$ cat src/rtl/lfsr_keystream_xor_cipher_macros.svh
// Assertion helpers for the keystream cipher.
`ifndef LFSR_KEYSTREAM_XOR_CIPHER_MACROS_SVH
`define LFSR_KEYSTREAM_XOR_CIPHER_MACROS_SVH

// Same-cycle implication, checked outside reset.
`define LKXC_ASSERT_NOW(label, clk, rst_n, ante, cons, msg) \
    label: assert property (@(posedge clk) disable iff (!(rst_n)) (ante) |-> (cons)) \
        else $error(msg);

// Next-cycle implication, checked outside reset.
`define LKXC_ASSERT_NEXT(label, clk, rst_n, ante, cons, msg) \
    label: assert property (@(posedge clk) disable iff (!(rst_n)) (ante) |=> (cons)) \
        else $error(msg);

`endif

$ cat src/rtl/lkxc_pkg.sv
`timescale 1ns / 1ps
`default_nettype none

package lkxc_pkg;

    localparam int unsigned LFSR_W = 8;
    localparam int unsigned TAP_W  = 3;
    localparam int unsigned IDX_W  = 2;

    localparam logic [LFSR_W-1:0] SEED_RESET       = 8'hAA;
    localparam logic [TAP_W-1:0]  TAP_FIRST_RESET  = 3'd2;
    localparam logic [TAP_W-1:0]  TAP_SECOND_RESET = 3'd5;
    localparam logic [TAP_W-1:0]  TAP_TOP          = 3'd7;

    typedef enum logic [IDX_W-1:0] {
        CFG_SEED       = 2'd0,
        CFG_TAP_FIRST  = 2'd1,
        CFG_TAP_SECOND = 2'd2
    } t_cfg_idx;

    typedef struct packed {
        logic [TAP_W-1:0] tap_first;
        logic [TAP_W-1:0] tap_second;
    } t_taps;

endpackage

`default_nettype wire

$ cat src/rtl/lkxc_keygen.sv
`timescale 1ns / 1ps
`default_nettype none

module lkxc_keygen (
    input  wire  logic [lkxc_pkg::LFSR_W-1:0] i_state,
    input  wire  lkxc_pkg::t_taps             i_taps,
    output logic [lkxc_pkg::LFSR_W-1:0]       o_keystream,
    output logic [lkxc_pkg::LFSR_W-1:0]       o_next_state
);

    logic [lkxc_pkg::TAP_W-1:0]  w_pos_first;
    logic [lkxc_pkg::TAP_W-1:0]  w_pos_second;

    assign w_pos_first  = lkxc_pkg::TAP_TOP - i_taps.tap_first;
    assign w_pos_second = lkxc_pkg::TAP_TOP - i_taps.tap_second;

    // Eight unrolled shift-right steps, feedback into the top bit.
    always_comb begin
        logic [lkxc_pkg::LFSR_W-1:0] v_r;
        logic                        v_fb;
        v_r         = i_state;
        o_keystream = '0;
        for (int k = 0; k < int'(lkxc_pkg::LFSR_W); k++) begin
            o_keystream[k] = v_r[0];
            v_fb           = v_r[w_pos_first] ^ v_r[w_pos_second];
            v_r            = {v_fb, v_r[lkxc_pkg::LFSR_W-1:1]};
        end
        o_next_state = v_r;
    end

endmodule

`default_nettype wire

$ cat src/rtl/lfsr_keystream_xor_cipher.sv
// XOR stream cipher, 8-bit Fibonacci LFSR keystream, one byte per transfer.
// Input channel (i_in_valid/o_in_ready): data byte plus a restart flag that
// reloads the LFSR from the seed register before the byte is processed.
// Output channel (o_out_valid/i_out_ready): result byte and keystream byte.
// Config channel (i_cfg_valid/o_cfg_ready, always ready): index 0 seed,
// 1 first tap, 2 second tap, index 3 ignored. Write only while idle.
// A seed write takes effect at the next restart.
// Path: input register, then result register. Throughput: one byte per
// cycle while the receiver keeps up, set by the eight-step keystream unroll
// between the two registers.
// Reset: pipeline empties, seed 0xAA, taps 2 and 5, LFSR loaded with 0xAA.
// Stall: a held result keeps its register; the input register still takes
// one byte, then o_in_ready drops until the receiver takes the result.
`timescale 1ns / 1ps
`default_nettype none
`include "lfsr_keystream_xor_cipher_macros.svh"

module lfsr_keystream_xor_cipher (
    input  wire  logic                             i_clk,
    input  wire  logic                             i_rst_n,
    input  wire  logic                             i_cfg_valid,
    output logic                                   o_cfg_ready,
    input  wire  logic [lkxc_pkg::IDX_W-1:0]       i_cfg_index,
    input  wire  logic [lkxc_pkg::LFSR_W-1:0]      i_cfg_data,
    input  wire  logic                             i_in_valid,
    output logic                                   o_in_ready,
    input  wire  logic [lkxc_pkg::LFSR_W-1:0]      i_data_byte,
    input  wire  logic                             i_restart,
    output logic                                   o_out_valid,
    input  wire  logic                             i_out_ready,
    output logic [lkxc_pkg::LFSR_W-1:0]            o_result_byte,
    output logic [lkxc_pkg::LFSR_W-1:0]            o_keystream_byte
);

    logic [lkxc_pkg::LFSR_W-1:0] r_seed;
    lkxc_pkg::t_taps             r_taps;
    logic [lkxc_pkg::LFSR_W-1:0] r_lfsr;

    logic                        r_s1_valid;
    logic [lkxc_pkg::LFSR_W-1:0] r_s1_data;
    logic                        r_s1_restart;

    logic                        r_out_valid;
    logic [lkxc_pkg::LFSR_W-1:0] r_result;
    logic [lkxc_pkg::LFSR_W-1:0] r_ks;

    logic                        w_s1_fire;
    logic                        w_in_fire;
    logic [lkxc_pkg::LFSR_W-1:0] w_start;
    logic [lkxc_pkg::LFSR_W-1:0] w_ks;
    logic [lkxc_pkg::LFSR_W-1:0] n_lfsr;

    assign o_cfg_ready = 1'b1;

    always_ff @(posedge i_clk) begin
        if (!i_rst_n) begin
            r_seed            <= lkxc_pkg::SEED_RESET;
            r_taps.tap_first  <= lkxc_pkg::TAP_FIRST_RESET;
            r_taps.tap_second <= lkxc_pkg::TAP_SECOND_RESET;
        end else if (i_cfg_valid) begin
            unique case (i_cfg_index)
                lkxc_pkg::CFG_SEED:       r_seed            <= i_cfg_data;
                lkxc_pkg::CFG_TAP_FIRST:  r_taps.tap_first  <= i_cfg_data[lkxc_pkg::TAP_W-1:0];
                lkxc_pkg::CFG_TAP_SECOND: r_taps.tap_second <= i_cfg_data[lkxc_pkg::TAP_W-1:0];
                default: begin
                end
            endcase
        end
    end

    // Stage 1 moves on when the result register is free or being drained.
    assign w_s1_fire  = r_s1_valid && (!r_out_valid || i_out_ready);
    assign o_in_ready = !r_s1_valid || w_s1_fire;
    assign w_in_fire  = i_in_valid && o_in_ready;

    always_ff @(posedge i_clk) begin
        if (!i_rst_n) begin
            r_s1_valid <= 1'b0;
        end else if (w_in_fire) begin
            r_s1_valid <= 1'b1;
        end else if (w_s1_fire) begin
            r_s1_valid <= 1'b0;
        end
    end

    always_ff @(posedge i_clk) begin
        if (w_in_fire) begin
            r_s1_data    <= i_data_byte;
            r_s1_restart <= i_restart;
        end
    end

    assign w_start = r_s1_restart ? r_seed : r_lfsr;

    lkxc_keygen u_keygen (
        .i_state      (w_start),
        .i_taps       (r_taps),
        .o_keystream  (w_ks),
        .o_next_state (n_lfsr)
    );

    always_ff @(posedge i_clk) begin
        if (!i_rst_n) begin
            r_lfsr <= lkxc_pkg::SEED_RESET;
        end else if (w_s1_fire) begin
            r_lfsr <= n_lfsr;
        end
    end

    always_ff @(posedge i_clk) begin
        if (!i_rst_n) begin
            r_out_valid <= 1'b0;
        end else if (w_s1_fire) begin
            r_out_valid <= 1'b1;
        end else if (i_out_ready) begin
            r_out_valid <= 1'b0;
        end
    end

    always_ff @(posedge i_clk) begin
        if (w_s1_fire) begin
            r_result <= r_s1_data ^ w_ks;
            r_ks     <= w_ks;
        end
    end

    assign o_out_valid      = r_out_valid;
    assign o_result_byte    = r_result;
    assign o_keystream_byte = r_ks;

    // Equal taps cancel, so eight steps leave the register empty.
    `LKXC_ASSERT_NEXT(a_equal_taps_drain, i_clk, i_rst_n,
        w_s1_fire && (r_taps.tap_first == r_taps.tap_second), r_lfsr == '0,
        "LFSR not drained with equal taps")
    // First keystream bit is bit 0 of the running LFSR when no restart.
    `LKXC_ASSERT_NEXT(a_first_ks_bit, i_clk, i_rst_n,
        w_s1_fire && !r_s1_restart, o_keystream_byte[0] == $past(r_lfsr[0]),
        "keystream bit 0 mismatch")
    // A held stage-1 item keeps its payload.
    `LKXC_ASSERT_NEXT(a_s1_hold, i_clk, i_rst_n,
        r_s1_valid && !w_s1_fire, r_s1_valid && $stable(r_s1_data),
        "stage 1 item lost while stalled")
    // The LFSR only advances when an item leaves stage 1.
    `LKXC_ASSERT_NEXT(a_lfsr_quiet, i_clk, i_rst_n,
        !w_s1_fire, $stable(r_lfsr),
        "LFSR moved without a transfer")

endmodule

`default_nettype wire

$ cat config.mk
export PLATFORM = sky130hd
export DESIGN_NAME = lfsr_keystream_xor_cipher
export DESIGN_NICKNAME = d
export VERILOG_FILES = /design/src/rtl/lkxc_pkg.sv /design/src/rtl/lkxc_keygen.sv /design/src/rtl/lfsr_keystream_xor_cipher.sv
export VERILOG_INCLUDE_DIRS = /design/src /design/src/rtl
export SDC_FILE = /design/constraint.sdc
export NUM_CORES = 1
export LEC_CHECK = 0
export BUFFER_PORTS_ARGS = -buffer_cell sky130_fd_sc_hd__buf_2
export CAP_MARGIN = 20
export CORE_MARGIN = 5
export CORE_UTILIZATION = 41
export DETAILED_ROUTE_END_ITERATION = 12
export GPL_ROUTABILITY_DRIVEN = 0
export SYNTH_ARGS = -nofsm -noshare
export SYNTH_HDL_FRONTEND = slang
export SYNTH_SLANG_ARGS = --single-unit
$ cat constraint.sdc
create_clock -name i_clk -period 7.79 [get_ports i_clk]
set_clock_uncertainty 0.05 [all_clocks]
set_input_delay 1.558 -clock i_clk [delete_from_list [all_inputs] [get_ports i_clk]]
set_output_delay 1.558 -clock i_clk [all_outputs]
set_load 0.01 [all_outputs]
; ---- Word level (Yosys, flattened, before mapping)
; Index checks and enable logic that the tools add are counted.
[word_totals]
output_inout_bits = 19
word_cells = 74
reg_bits = 49
[op_classes]
bitwise = 9
order_cmp = 2
n_addsub = 2
reduce_logical = 12
muxes = 37
eq_ne = 2
[op_table]
columns = op, count
row1 = $bmux 1 s3, 16
row2 = $mux 1, 20
row3 = $lt 3x4->1 const B, 2
row4 = $mux 8, 1
row5 = $xor 1x1->1, 8
row6 = $xor 8x8->8, 1
row7 = $reduce_and 2->1, 3
row8 = $sub 3x3->3 const A, 2
row9 = $reduce_bool 2->1, 2
row10 = $eq 2x1->1 const B, 1
row11 = $eq 2x2->1 const B, 1
row12 = $logic_and 1x1->1, 2
row13 = $logic_not 1->1, 2
row14 = $logic_not 2->1, 1
row15 = $logic_or 1x1->1, 2

; ---- Longest topological paths before layout
; Gate-level depths: netlist (run 1).
[logic_depth]
ltp_word = 25
ltp_mapped = 20

; ---- Hierarchy
; Synthesis (run 1) repeated with hierarchy kept, for this count alone.
[unflattened]
cells_unflattened = 377
area_unflattened_um2 = 3533.4
[modules_own_cells]
columns = module, area_per_inst_um2, n_inst, seq_area_each_um2, cells_per_inst
row1 = lfsr_keystream_xor_cipher, 1846.8, 1, 1231.2, 147
row2 = lkxc_keygen, 1686.6, 1, 0.0, 230

; ---- Worst setup path before layout (run 1)
; No wires, ideal clock.
[synth_timing]
path_type = register to register
startpoint = reg r_s1_restart
endpoint = reg r_lfsr[7] (netlist bit)
path_slack_ps = 2763
t_required_ps = 7666
period_less_slack_ps = 5027
stages_incl_launch_ff = 19
t_arrival_ps = 4903
path_buffers = 2
cell_sequence = edfxtp_1 buf_6 mux2_4 mux2_2 mux4_2 xnor2_2 a311oi_1 o31ai_2 and3_1 nor2_2 a22oi_2 a311o_1 and3_4 or2_1 buf_6 o311a_1 xor2_1 or4_1 a31oi_1
[synth_between]
elab_chain_len = 25
word_cells_on_any_way = 41
cone_classes = mux: 33 / bitwise: 8
[synth_rtl]
columns = element, line
row1 = "start, declared", lfsr_keystream_xor_cipher.sv:41  ; logic r_s1_restart;
row2 = "start signal, assigned", lfsr_keystream_xor_cipher.sv:89  ; r_s1_restart <= i_restart;
row3 = $mux 8 *, lfsr_keystream_xor_cipher.sv:93  ; assign w_start = r_s1_restart ? r_seed : r_lfsr;
row4 = via u_keygen.i_state (one bit), lkxc_keygen.sv:5  ; input wire logic [lkxc_pkg::LFSR_W-1:0] i_state,
row5 = $bmux 1 s3, lkxc_keygen.sv:25  ; v_fb = v_r[w_pos_first] ^ v_r[w_pos_second];
row6 = $mux 1 (not written as such), lkxc_keygen.sv:25
row7 = $xor 1x1->1, lkxc_keygen.sv:25
row8 = $bmux 1 s3, lkxc_keygen.sv:25
row9 = $mux 1 (not written as such), lkxc_keygen.sv:25
row10 = $xor 1x1->1, lkxc_keygen.sv:25
row11 = (+10 left out), n/a
row12 = $mux 1 (not written as such), lkxc_keygen.sv:25
row13 = $xor 1x1->1, lkxc_keygen.sv:25
row14 = $bmux 1 s3, lkxc_keygen.sv:25
row15 = $mux 1 (not written as such), lkxc_keygen.sv:25
row16 = $xor 1x1->1, lkxc_keygen.sv:25
row17 = $bmux 1 s3, lkxc_keygen.sv:25
row18 = $mux 1 (not written as such), lkxc_keygen.sv:25
row19 = $xor 1x1->1 *, lkxc_keygen.sv:25
row20 = "end signal, assigned", lfsr_keystream_xor_cipher.sv:104  ; r_lfsr <= lkxc_pkg::SEED_RESET;
row21 = "end signal, assigned", lfsr_keystream_xor_cipher.sv:106  ; r_lfsr <= n_lfsr;
row22 = "end, declared", lfsr_keystream_xor_cipher.sv:37  ; logic [lkxc_pkg::LFSR_W-1:0] r_lfsr;
; Mark *: on every way through the listed nets, which the timed path passes. The rest lies on a longest branch. The select of a mux whose other input is x is not followed.
; A chain may end at the register's enable or synchronous reset.

; ---- Worst setup path after layout (run 1)
; Same ends and word-level chain as after synthesis.

==> results.toml, run 1 <==
[critical_path]
path_depth = 18
arrival_ns = 6.31
path_cells = "mux2i_2 -> inv_1 -> mux2_2 -> mux4_2 -> xnor2_2 -> a311oi_1 -> o31ai_2 -> and3_1 -> nor2_2 -> a22oi_2 -> a311o_1 -> a21oi_1 -> or2_1 -> nand4_2 -> o311a_1 -> xor2_1 -> or4_1 -> a31oi_1"
required_ns = 7.97
cp_slowest_stage_delay_ns = 0.73
crit_family = "compound AO/OA/AOI/OAI gates"
path_max_fanout = 12
crit_type = "reg -> reg"
startpoint_type = "register"
cp_slowest_cell = "edfxtp_1"
critical_path_buf_inv_count = 1
reg2regPathDepth = 18
critPathCaptureType = "register"

[run_status]
outcome = "finished, final reports clean"

[power]
vdd_drop_max_mv = 0.0928
power_per_cell_area_mw_per_mm2 = 183
internal-power_uw = 452
clkPwrFrac_pct = 21.2
comb_power_share_pct = 35.5
switchingPower_uw = 247
swShare_pct = 35.3
p_leak_uw = 0.00149
p_seq_share_pct = 43.3
finalPower_uw = 698

[synth]
synthesis.nets = 401
synth_top_area_share_pct = 21.7
synth-seq-cells = 49
synthesis.area_sq_mm = 0.00346
synth-edff-count = 25
syn_avg_cell_area_sq_um = 9.18
yosysUniqueCellTypes = 74
synthTopCellsByArea = "edfxtp_1 (22%), dfxtp_1 (14%), nand2_1 (5.9%)"
ys.flop_type = "edfxtp_1"
async_flop_share_pct = 0
ys_seq_area_share_pct = 35.6
synth_top_cell_by_area = "edfxtp_1"
syn_inst = 377
synth_warnings = 0

[floorplanning]
die_h_microns = 102
coreArea_sq_mm = 0.00822
die_area_sq_mm = 0.0104
initial_core_util_pct = 42.1
die_x_microns = 102
num_rows = 33
ioPinCount = 43

[cells_and_area]
ff_latch_area_sq_mm = 0.00123
final_nets = 432
drive_gt1_share_pct = 19.8
fillers = 794
final_common_cell = "nand2_1"
multi_input_area_sq_mm = 0.00208
syn2layout_area_growth_pct = 10.2
antenna_cells_inserted = 0
layout_common_cells = "nand2_1 (54), buf_2 (41), nor2_1 (25), edfxtp_1 (25), dfxtp_1 (24)"

[grt]
grt_usage_pct = 19.4
antenna_found_initial = 0
grt-ovfl-total = 0
grt_pass1_wl_microns = 15900
grt.busiest_layer = "met2"
grt_start_max_net_pins = 26
met3_usage_pct = 2.94
met1_usage_pct = 26.9
grt_pass1_vias = 3131
use_met2_pct = 32.1

[route]
avgViaCountPerCell = 6.04
drtAntennaViolNets = 0
routed_wl_microns = 9720
drc = 0
drt_pass1_iterations = 5
num_vias = 3107
drt_iter0_drc = 318
wl_per_cell_microns = 18.9

[clock_tree]
clockRootBuffer = "clkbuf_8"
path_clk_slew_ns = 0.09
htree_levels = 2
post_cts_buffers = 0
clockBufferDepth = 2
cts-hold-fix-buffers = 0
cts_tree = "done"
cts_num_sinks = 49
cts_resized = 0
clock_latency_ns = 0.29
numCtsBuffers = 5

[sta]
setup_viol = 0
hold_viol = 0
grt_setup_unrepaired = "false"
slew_violations = 0
post-route-period-util_pct = 78.7
tightest_slew_ns = 0.896
fmax_mhz = 163
fin_crit_ns = 6.13
slew_headroom_pct = 39.9
setup_tns_ns = 0

[worst_hold_path]
holdCritPathClass = "reg -> reg"
hold_depth = 2

[job]
maxCapViolations = 0

[placed_design]
port-buffer-count = 41
dp_hpwl_microns = 7230
logic make-up (layout without fill, tap and decap cells):
kind of cell | Yosys count | after routing | synth area share (%)
and+or+nand+nor | 135 | 135 | 19.4
AOI/OAI and AO/OA | 112 | 112 | 23.2
DFF | 49 | 49 | 35.6
muxes | 35 | 35 | 14.4
buffers and inverters | 34 | 66 | 4.26
xor gates and xnor gates | 11 | 11 | 3.00
other | 1 | 1 | 0.108
per-layer routing:
layer  wire length, microns  up-vias
li1                       -     1481
met2                   4540      152
met1                   4260     1462
met3                    824       12
met4                     93        0
met5                      0        -
registers in the layout, summed over array words and instances, names as in the netlist:
register,flops
o_out_valid,1
r_taps,6
r_s1_data,8
r_s1_restart,1
r_lfsr,8
r_s1_valid,1
o_keystream_byte,8
o_result_byte,8
r_seed,8
synth_stat cells (all sizes together) (5+ instances only):
library cell,instances
a31oi,9
inv,11
nor2,27
edfxtp,25
xor2,7
mux2i,18
dfxtp,24
nand2,54
mux4,9
buf,6
nand3,5
a21oi,18
nand2b,6
clkbuf,14
mux2,8
o21ai,23
o211ai,7
o211a,7
nor2b,14
layout make-up:
cell class	instances	area share (%)
Multi-Input combinational cell	294	54.6
Clock inverter	2	0.394
Tap cell	105	3.44
Clock buffer	6	1.90
Inverter	14	1.38
Timing Repair Buffer	44	5.97
Sequential cell	49	32.3
worst register-to-register path, cell delays in order, from the launching register on:
cell and delay [ns]:
edfxtp_1 0.73, mux2i_2 0.45, inv_1 0.18, mux2_2 0.31, mux4_2 0.54, xnor2_2 0.18
a311oi_1 0.47, o31ai_2 0.15, and3_1 0.22, nor2_2 0.35, a22oi_2 0.15, a311o_1 0.39
a21oi_1 0.25, or2_1 0.34, nand4_2 0.23, o311a_1 0.22, xor2_1 0.17, or4_1 0.53
a31oi_1 0.16
final timing paths:
kind	from	to	slack, ns
max	r_s1_restart$_DFFE_PP_	r_lfsr[7]$_SDFFE_PN1P_	1.66
min	r_lfsr[6]$_SDFFE_PN0P_	r_lfsr[6]$_SDFFE_PN0P_	0.44
max reg2reg	r_s1_restart$_DFFE_PP_	r_lfsr[7]$_SDFFE_PN1P_	1.66
min reg2reg	r_lfsr[6]$_SDFFE_PN0P_	r_lfsr[6]$_SDFFE_PN0P_	0.44
metrics by stage:
| step | instance area, sq um | hold WS [ns] | util (%) | setup WS [ns] | std cells |
|---|---|---|---|---|---|
| floorplan | 3460 | 0.403 | - | 2.76 | 377 |
| global placement | 3730 | 0.428 | 45.3 | 2.08 | 506 |
| detailed placement | 3730 | 0.436 | 45.3 | 1.75 | 506 |
| CTS | 3810 | 0.450 | 46.4 | 1.72 | 514 |
| global route | 3810 | 0.491 | 46.4 | 1.22 | 514 |
| finish | 3810 | 0.441 | 46.4 | 1.66 | 514 |
power groups by stage:
stage               Clock (uW)  Combinational (uW)  Sequential, uW
global route               163                 273             304
CTS                        152                 246             302
global placement             0                 242             308
detailed placement           0                 244             308
floorplan                    0                 189             304
finish                     148                 248             302
(Power assumes the default switching activity.)
==> run 2, diff against run 1 <==
ABC_AREA = 1   (was not set)
clock period = 6.1 ns   (was 7.79 ns; I/O delays follow)
==> run 2 against run 1 <==
Effect of this change: clock-buffer cell count unchanged; highest routed layer unchanged; clock power is 56% higher; final cell count is 14% higher; fmax rose by 20%; setup slack worse by 0.68 ns; via count fell by 1.5%; final area decreased by 7.1%; first-iteration DRC count increased by 3.8%; non-clock buffer count grew 1; utilization is 0.095 points lower; register-to-register slack worse by 0.68 ns.
==> results.toml, run 2 <==
[synth]
synthesis.area_sq_mm = 0.00319
synth_warnings = 0
synth-edff-count = 25
async_flop_share_pct = 0
synthTopCellsByArea = "edfxtp_1 (24%), nand2_1 (18%), dfxtp_1 (15%)"
synthesis.nets = 471
yosysUniqueCellTypes = 26
ys.flop_type = "edfxtp_1"
synth_commonest_cells = "nand2_1 (149), nand3_1 (72), inv_1 (44)"
ys_seq_area_share_pct = 38.6
synth_top_area_share_pct = 23.6
synth-seq-cells = 49
syn_inst = 447
synth_top_cell_by_area = "edfxtp_1"
syn_avg_cell_area_sq_um = 7.13
yosysMostFrequentCell = "nand2_1"

[clock_tree]
cts_tree = "done"
numCtsBuffers = 5
path_clk_slew_ns = 0.09
cts_resized = 0
post_cts_buffers = 0
cts_num_sinks = 49
cts-hold-fix-buffers = 0
clock_latency_ns = 0.30
clockRootBuffer = "clkbuf_8"
htree_levels = 2
clockBufferDepth = 2

[cells_and_area]
antenna_cells_inserted = 0
syn2layout_area_growth_pct = 11.2
final_common_cell = "nand2_1"
final_nets = 506
layout_common_cells = "nand2_1 (149), nand3_1 (72), inv_1 (44)"
drive_gt1_share_pct = 20.7

[critical_path]
crit_end = "r_lfsr[7]$_SDFFE_PN1P_"
startpoint_type = "register"
timing.rr.end = "r_lfsr[7]$_SDFFE_PN1P_"
reg2regPathDepth = 43
required_ns = 6.25
cp_slowest_cell = "inv_1"
path_max_fanout = 20
cp_common_cell = "nand2_1"
reg2reg_from = "r_taps[3]$_SDFFE_PN0P_"
critPathCaptureType = "register"
cp_slowest_stage_delay_ns = 0.56
cp-startpoint = "r_taps[3]$_SDFFE_PN0P_"
arrival_ns = 5.27
crit_type = "reg -> reg"
rrSetupSlack_ns = 0.98

[floorplanning]
initial_core_util_pct = 41.7
die_h_microns = 98.1
coreArea_sq_mm = 0.00765
num_rows = 32
die_x_microns = 98.1
die_area_sq_mm = 0.00963
ioPinCount = 43

[sta]
post-route-period-util_pct = 84.0
slew_violations = 0
setup_tns_ns = 0
tightest_slew_ns = 0.832
grt_setup_unrepaired = "false"
fmax_mhz = 195
slew_headroom_pct = 44.2
fin_crit_ns = 5.12
layout_setup_ws_ns = 0.977
hold_viol = 0
setup_viol = 0

[grt]
met1_usage_pct = 23.3
met3_usage_pct = 3.36
grt_usage_pct = 17.6
antenna_found_initial = 0
grt.busiest_layer = "met2"
use_met2_pct = 28.4
grt_pass1_vias = 2908
grt_start_max_net_pins = 25
grt-ovfl-total = 0
grt_pass1_wl_microns = 13800

[route]
drtAntennaViolNets = 0
drt_iter0_drc = 330
wl_per_cell_microns = 14.1
drt_pass1_iterations = 5
avgViaCountPerCell = 5.23
drc = 0
num_vias = 3061
routed_wl_microns = 8280

[placed_design]
dp_slack_ns = 1.07
dp_hpwl_microns = 6270
port-buffer-count = 41

[job]
maxCapViolations = 0

[power]
power_per_cell_area_mw_per_mm2 = 258
p_leak_uw = 0.00181
vdd_drop_max_mv = 0.131

[worst_hold_path]
holdCritPathClass = "reg -> reg"

[run_status]
outcome = "finished, final reports clean"
-- run 2: cell count changes in the layout (fill, tap and decap cells not counted), moves of 5 or more --
| cell | before | now |
|---|---|---|
| a21oi_2 | 0 | 5 |
| a31oi_1 | 9 | 0 |
| inv_1 | 10 | 44 |
| mux2_2 | 6 | 0 |
| mux2i_1 | 16 | 0 |
| mux4_2 | 6 | 0 |
| nand2_1 | 54 | 149 |
| nand2_2 | 0 | 17 |
| nand2b_1 | 6 | 0 |
| nand3_1 | 4 | 72 |
| nand3_2 | 1 | 20 |
| nor2_1 | 25 | 14 |
| nor2b_1 | 14 | 0 |
| o211a_1 | 7 | 0 |
-- run 2: kinds of logic (layout without fill, tap and decap cells) --
| kind of cell | after synthesis | in the layout | share of synthesized area [%] |
|---|---|---|---|
| compound gates | 47 | 47 | 8.48 |
| xor+xnor | 8 | 8 | 2.20 |
| buf+inv | 65 | 101 | 9.51 |
| simple gates | 277 | 277 | 41.0 |
| flops | 49 | 49 | 38.6 |
| other cells | 1 | 1 | 0.118 |
-- run 2: critical path: cells and delay by family (launching register included) --
| family | cells | cell delay (ns) |
|---|---|---|
| and+or+nand+nor | 38 | 3.48 |
| buffers and inverters | 2 | 0.72 |
| AOI/OAI and AO/OA | 3 | 0.49 |
| DFF | 1 | 0.30 |
-- run 2: power breakdown --
| part | leakage (uW) | switching [uW] | internal [uW] | total, uW |
|---|---|---|---|---|
| Combinational | 0.00132 | 201 | 99.8 | 301 |
| Clock | 0.0000554 | 108 | 123 | 231 |
| Sequential | 0.000434 | 11.1 | 370 | 381 |
-- run 2: cell type report --
cell class	count	area (sq um)
fill	783	4110
multi-input combinational	333	1650
sequential	49	1230
timing repair buffer	45	235
inverter	48	185
tap	102	128
clock buffer	6	72.6
clock inverter	2	38.8
-- run 2: worst min-delay path by stage --
stage	start	endpoint	depth (start not counted)
finish	r_seed[7]$_SDFFE_PN1P_	r_seed[7]$_SDFFE_PN1P_	2
global route	r_seed[3]$_SDFFE_PN1P_	r_seed[3]$_SDFFE_PN1P_	2
CTS	r_seed[1]$_SDFFE_PN1P_	r_seed[1]$_SDFFE_PN1P_	2
detailed placement	r_seed[1]$_SDFFE_PN1P_	r_seed[1]$_SDFFE_PN1P_	2
global placement	r_seed[1]$_SDFFE_PN1P_	r_seed[1]$_SDFFE_PN1P_	2
floorplan	r_seed[1]$_SDFFE_PN1P_	r_seed[1]$_SDFFE_PN1P_	2
-- run 2: per-stage QoR --
step | cell area [sq um] | hold slack, ns | power (uW) | util, % | std cells
after floorplan | 3190 | 0.379 | 617 | - | 447
after global placement | 3430 | 0.402 | 683 | 44.9 | 577
after detailed placement | 3430 | 0.412 | 685 | 44.9 | 577
after CTS | 3540 | 0.436 | 916 | 46.3 | 585
after global routing | 3540 | 0.462 | 979 | 46.3 | 585
final | 3540 | 0.436 | 913 | 46.3 | 585
-- run 2: metal layers --
metal  vias to the layer above  wire [microns]
li1                       1529               -
met1                      1371            3650
met2                       135            3760
met3                        26             624
met4                         0             246
met5                         -               0
